**src/design/bfa_pkg.sv**
```systemverilog
package bfa_pkg;

  // request codes
  typedef enum logic [1:0] {
    CMD_ALLOC = 2'd0,
    CMD_FREE  = 2'd1,
    CMD_MARK  = 2'd2,
    CMD_INIT  = 2'd3
  } cmd_e;

  // result codes
  typedef enum logic [1:0] {
    ST_DONE    = 2'd0,
    ST_NOMEM   = 2'd1,
    ST_IGNORED = 2'd2
  } status_e;

  // controller states
  typedef enum logic [2:0] {
    S_CLEAR,
    S_IDLE,
    S_SWEEP,
    S_READ,
    S_CHECK,
    S_RESULT
  } state_e;

  // field widths of the channels
  localparam int unsigned CMD_W    = 2;
  localparam int unsigned ADDR_W   = 32;
  localparam int unsigned START_W  = 20;
  localparam int unsigned COUNT_W  = 14;
  localparam int unsigned STATUS_W = 2;
  localparam int unsigned AADDR_W  = 25;
  localparam int unsigned FREE_W   = 14;
  localparam int unsigned RES_W    = 14;
  localparam int unsigned SUM_W    = 21;

  localparam logic [RES_W-1:0] RESERVED_RESET = 14'h100;

  // controller to datapath commands
  typedef struct packed {
    logic load;
    logic sweep;
    logic rd;
    logic check;
    logic advance;
    logic publish;
  } dp_cmd_t;

  // datapath to controller status
  typedef struct packed {
    logic at_last;
    logic hit;
    logic skip;
    logic out_busy;
    cmd_e cmd;
  } dp_stat_t;

  // index of the lowest zero bit of a word
  function automatic logic [4:0] first_zero(input logic [31:0] w);
    logic [4:0] idx;
    idx = '0;
    for (int i = 31; i >= 0; i--) begin
      if (!w[i]) idx = 5'(i);
    end
    return idx;
  endfunction

endpackage

```
**src/design/bfa_ctrl.sv**
```systemverilog
module bfa_ctrl import bfa_pkg::*; (
  input  logic     clk_i,
  input  logic     rst_ni,
  input  logic     in_valid_i,
  input  cmd_e     in_cmd_i,
  output logic     in_stall_o,
  input  dp_stat_t stat_i,
  output dp_cmd_t  cmd_o
);

  state_e state_q, state_d;

  // state register, starts with the map clearing pass
  always_ff @(posedge clk_i or negedge rst_ni) begin
    if (!rst_ni) begin
      state_q <= S_CLEAR;
    end else begin
      state_q <= state_d;
    end
  end

  // next state and commands
  always_comb begin
    state_d    = state_q;
    cmd_o      = '0;
    in_stall_o = 1'b1;
    case (state_q)
      S_CLEAR: begin
        cmd_o.sweep = 1'b1;
        if (stat_i.at_last) state_d = S_IDLE;
      end
      S_IDLE: begin
        in_stall_o = 1'b0;
        if (in_valid_i) begin
          cmd_o.load = 1'b1;
          case (in_cmd_i)
            CMD_ALLOC: state_d = S_READ;
            CMD_FREE:  state_d = stat_i.skip ? S_RESULT : S_READ;
            CMD_MARK:  state_d = stat_i.skip ? S_RESULT : S_READ;
            CMD_INIT:  state_d = S_SWEEP;
            default:   state_d = S_RESULT;
          endcase
        end
      end
      S_SWEEP: begin
        cmd_o.sweep = 1'b1;
        if (stat_i.at_last) state_d = S_RESULT;
      end
      S_READ: begin
        cmd_o.rd = 1'b1;
        state_d  = S_CHECK;
      end
      S_CHECK: begin
        cmd_o.check = 1'b1;
        state_d     = S_RESULT;
        case (stat_i.cmd)
          CMD_ALLOC: begin
            if (!stat_i.hit && !stat_i.at_last) begin
              cmd_o.advance = 1'b1;
              state_d       = S_READ;
            end
          end
          CMD_MARK: begin
            if (!stat_i.at_last) begin
              cmd_o.advance = 1'b1;
              state_d       = S_READ;
            end
          end
          default: ;
        endcase
      end
      S_RESULT: begin
        if (!stat_i.out_busy) begin
          cmd_o.publish = 1'b1;
          state_d       = S_IDLE;
        end
      end
      default: state_d = S_IDLE;
    endcase
  end

endmodule

```
**config.mk**
```make
export PLATFORM = sky130hd
export DESIGN_NAME = bfa_ctrl
export DESIGN_NICKNAME = d
export VERILOG_FILES = /design/src/design/bfa_pkg.sv /design/src/design/bfa_ctrl.sv
export SDC_FILE = /design/constraint.sdc
export NUM_CORES = 1
export LEC_CHECK = 0
export BUFFER_PORTS_ARGS = -buffer_cell sky130_fd_sc_hd__clkbuf_2
export CORE_AREA = 2 2 39 41
export CTS_CLUSTER_DIAMETER = 150
export DETAILED_ROUTE_END_ITERATION = 10
export DIE_AREA = 0 0 41 43
export GPL_TIMING_DRIVEN = 1
export PLACE_DENSITY = 0.45
export SLEW_MARGIN = 20
export SYNTH_ARGS = -nofsm -noshare
export SYNTH_HDL_FRONTEND = slang
export SYNTH_SLANG_ARGS = --single-unit
```
**constraint.sdc**
```tcl
create_clock -name clk_i -period 1.4 [get_ports clk_i]
set_input_delay 0.28 -clock clk_i [delete_from_list [all_inputs] [get_ports clk_i]]
set_output_delay 0.28 -clock clk_i [all_outputs]
set_load 0.03 [all_outputs]
```
==> impl_table.tex <==
\begin{tabular}{lr}
\hline
Metric & Value \\
\hline
\multicolumn{2}{l}{\textbf{Run status}} \\
\quad Run status & finished with violations \\
\quad Violations in the final reports & setup timing \\
\multicolumn{2}{l}{\textbf{Final layout}} \\
\quad Synthesis-to-finish area growth & 94.3\% \\
\quad Utilization after layout & 43.4\% \\
\quad Antenna diodes & 0 \\
\quad Biggest register & state\_q \\
\quad Fraction of final layout cells sized beyond drive strength 1 & 59.4\% \\
\quad FF+latch area & 76.3 um2 \\
\quad Registers with the most flip-flops & state\_q: 3 flops \\
\quad Final standard cell count with taps included and fillers excluded & 85 \\
\quad \# nets final & 83 \\
\quad Number of inserted filler cells in the final layout & 135 \\
\quad Multi-input combinational cell area & 226 um2 \\
\quad Number of flip-flops in the largest register & 3 \\
\multicolumn{2}{l}{\textbf{Detailed routing}} \\
\quad Via density per instance & 4.34 \\
\quad Wirelength, routed & 873 um \\
\quad Detailed router's first-iteration violation count & 1 \\
\quad Number of remaining DRC errors & 0 \\
\quad Avg WL per Cell & 10.3 um \\
\quad 1st-pass router iterations & 3 \\
\quad Antenna Nets Post-Route & 0 \\
\quad Vias after detailed routing & 369 \\
\multicolumn{2}{l}{\textbf{Power}} \\
\quad Portion of total power attributed to the clock network & 12.2\% \\
\quad Net Sw Power & 0.000526 W \\
\quad Reg power frac & 14.1\% \\
\quad Worst voltage drop across the vdd grid & 0.632 mV \\
\quad Switching share of power & 42.3\% \\
\quad Internal power consumption & 0.000719 W \\
\quad Logic gate share of total power & 73.7\% \\
\quad Power density over the cells & 2070 nW/um2 \\
\quad Static power due to leakage & 0.311 nW \\
\multicolumn{2}{l}{\textbf{Setup path}} \\
\quad Critical path fanouts, max & 3 \\
\quad Crit path arrival time & 1.25 ns \\
\quad Delay of the slowest critical-path stage & 0.39 ns \\
\quad Chain of cells forming the critical path & nand2b\_4, or2\_4, nor2\_4, buf\_8 \\
\quad Worst reg2reg startpoint & state\_q[0] \\
\quad Type of the worst setup path & register to primary output \\
\quad Critical path origin & state\_q[1] \\
\quad Worst R2R Path Depth & 6 \\
\quad Capturing point of the worst reg2reg path & state\_q[1] \\
\quad R2r setup slk & 0.10 ns \\
\quad Nature of the critical path endpoint & primary output \\
\quad Startpoint class of the critical path & register \\
\quad Cell at the slowest stage of the critical path & dfrtp\_1 \\
\quad WP data required & 1.12 ns \\
\quad Critical path destination & cmd\_o[5] \\
\multicolumn{2}{l}{\textbf{Job}} \\
\quad Number of max-capacitance violations reported & 0 \\
\multicolumn{2}{l}{\textbf{Floorplanning}} \\
\quad I/O pin cnt & 18 \\
\quad Width of the die & 41 um \\
\quad Total Die Area & 1760 um2 \\
\quad Die span in y & 43 um \\
\quad Core area & 1380 um2 \\
\quad Starting density of the core & 22.3\% \\
\quad Floorplan row count & 14 \\
\multicolumn{2}{l}{\textbf{CTS}} \\
\quad Longest Clk Path Bufs & 2 \\
\quad Clk pin slew, worst setup/hold paths & 0.04 ns \\
\quad CTS sink cnt & 3 \\
\quad CTS Root Cell & clkbuf\_4 \\
\quad Clock tree from TritonCTS & done \\
\quad TritonCTS buffer count & 3 \\
\quad Clock latency of the later-clocked register in the worst-skew pair & 0.23 ns \\
\quad H-tree Lvls & 1 \\
\multicolumn{2}{l}{\textbf{Global route}} \\
\quad Largest net degree at the start of global routing & 9 \\
\quad GR Util All Layers & 11.4\% \\
\quad Final global-route overflow total & 0 \\
\quad Number of global-route vias before repair & 362 \\
\quad Global-route wire length before repair & 1.37 mm \\
\quad Initial antenna violation count & 0 \\
\multicolumn{2}{l}{\textbf{Place}} \\
\quad Final GP Congestion & 0.694 \\
\quad IO Port Bufs & 17 \\
\quad Placed instance count & 78 \\
\quad Sum of net half-perimeters after detailed placement & 697 um \\
\multicolumn{2}{l}{\textbf{Yosys}} \\
\quad Cell taking the most area after synthesis & dfrtp\_1 \\
\quad Number of distinct standard cells referenced by the synthesized netlist & 23 \\
\quad Net Count, Synth & 52 \\
\quad Post-Synthesis Mean Instance Area & 7.92 um2 \\
\quad Cell types with the highest counts after synthesis & inv\_1 (6), dfrtp\_1 (3), nand2\_1 (3), o21ai\_0 (3) \\
\quad Top cell type's share of synthesized area & 24.3\% \\
\quad Synth Cell Area & 309 um2 \\
\quad \#FFs+latches synth & 3 \\
\quad Cell with the most instances after synthesis & inv\_1 \\
\quad Gate count after technology mapping & 39 \\
\quad Leading register cell type out of synthesis & dfrtp\_1 \\
\quad Total of warnings raised by yosys & 0 \\
\quad Sequential area share after synthesis & 24.3\% \\
\quad Fraction of synthesis flops using an asynchronous set or reset pin & 100\% \\
\quad Number of enable-type register cells in the synthesized netlist & 0 \\
\quad Top cells by area, synth & dfrtp\_1 (24\%), ha\_1 (8.1\%), inv\_1 (7.3\%) \\
\multicolumn{2}{l}{\textbf{Timing}} \\
\quad Final number of max-transition violations & 0 \\
\quad Final setup vio count & 5 \\
\quad Final-report hold violation count & 0 \\
\quad Final critical-path share of the clock period & 109\% \\
\quad Setup slack of the critical path after layout & -0.129 ns \\
\quad Maximum clock frequency & 0.654 GHz \\
\quad Slew @ Worst Pin & 0.308 ns \\
\quad Relative slew slack & 79.2\% \\
\quad Final clock skew & 0.00770 ns \\
\quad RSZ-0062 raised after global routing & yes \\
\quad Post-layout minimum cycle time & 1.53 ns \\
\multicolumn{2}{l}{\textbf{Min path}} \\
\quad Worst hold path type & input pin to async pin \\
\hline
\end{tabular}
[layer usage]
layer / vias up / wire length [um] / GRT usage, %
met1: 161 / 381 / 13.9
met4: 0 / 0 / 4.00
met3: 0 / 52 / 3.14
met2: 13 / 439 / 18.1
met5: - / 0 / 0
li1: 195 / - / -
[critical path, delay by kind of cell (launching register included)]
kind                   cells  cell delay (ns)
buffers and inverters      1             0.13
DFF                        1             0.39
and+or+nand+nor            3             0.50
[cell type report]
cell class / instances / area share (%)
multi-input cells: 28 / 37.7
inverters: 7 / 4.38
well taps: 16 / 3.33
clock buffers: 4 / 4.38
flip-flops and latches: 3 / 12.7
repair buffers: 27 / 37.5
[kinds of logic (layout without fill, tap and decap cells)]
| logic type | Yosys count | count (layout) | share of synthesized area (%) |
|---|---|---|---|
| fa+ha+maj | 2 | 2 | 8.10 |
| buf+inv | 8 | 38 | 10.9 |
| simple gates | 16 | 16 | 34.0 |
| compound gates | 10 | 10 | 22.7 |
| flops | 3 | 3 | 24.3 |
[per-stage QoR]
step / power (W) / hold WS, ns / TNS (ns) / instance area (um2) / worst slack (ns)
finish: 0.00125 / 0.384 / -0.403 / 601 / -0.129
global route: 0.00134 / 0.381 / -0.698 / 601 / -0.173
CTS: 0.00115 / 0.384 / -0.522 / 576 / -0.158
detailed placement: 0.000865 / 0.0798 / 0 / 469 / 0.0359
global placement: 0.000871 / 0.0781 / 0 / 469 / 0.0257
floorplan: 0.000624 / -0.0156 / 0 / 319 / 0.0359
[cell usage in the layout, fill, tap and decap left out, drive strengths merged, types with 2 or more instances in the layout]
master / n
nor2b: 2
o21ai: 3
a211o: 3
and2: 2
clkbuf: 17
dfrtp: 3
buf: 13
nor2: 3
inv: 7
nand2: 3
ha: 2
[power by group through the flow]
stage	combinational, W	sequential [W]	clock, W
finish	0.000918	0.000175	0.000152
global route	0.000989	0.000181	0.000167
floorplan	0.000457	0.000167	0
CTS	0.000828	0.000170	0.000152
global placement	0.000705	0.000166	0
detailed placement	0.000701	0.000164	0
[worst min path at each step]
stage                     startpoint          to  cells past startpoint
final                         rst_ni  state_q[0]                      2
after global routing          rst_ni  state_q[0]                      2
after CTS                     rst_ni  state_q[0]                      2
after detailed placement      rst_ni  state_q[0]                      1
after global placement        rst_ni  state_q[0]                      1
after floorplan               rst_ni  state_q[0]                      0
[what timing repair did]
item / 4_1_cts / 5_1_grt
endpoints found under the setup margin: 6 / 7
hold buffers: 1 / 0
buffers inserted: 1 / 1
gates resized for setup: 15 / 9
endpoints found under the hold margin: 3 / 0
pin swaps: 2 / 2
(Power assumes the default switching activity.)
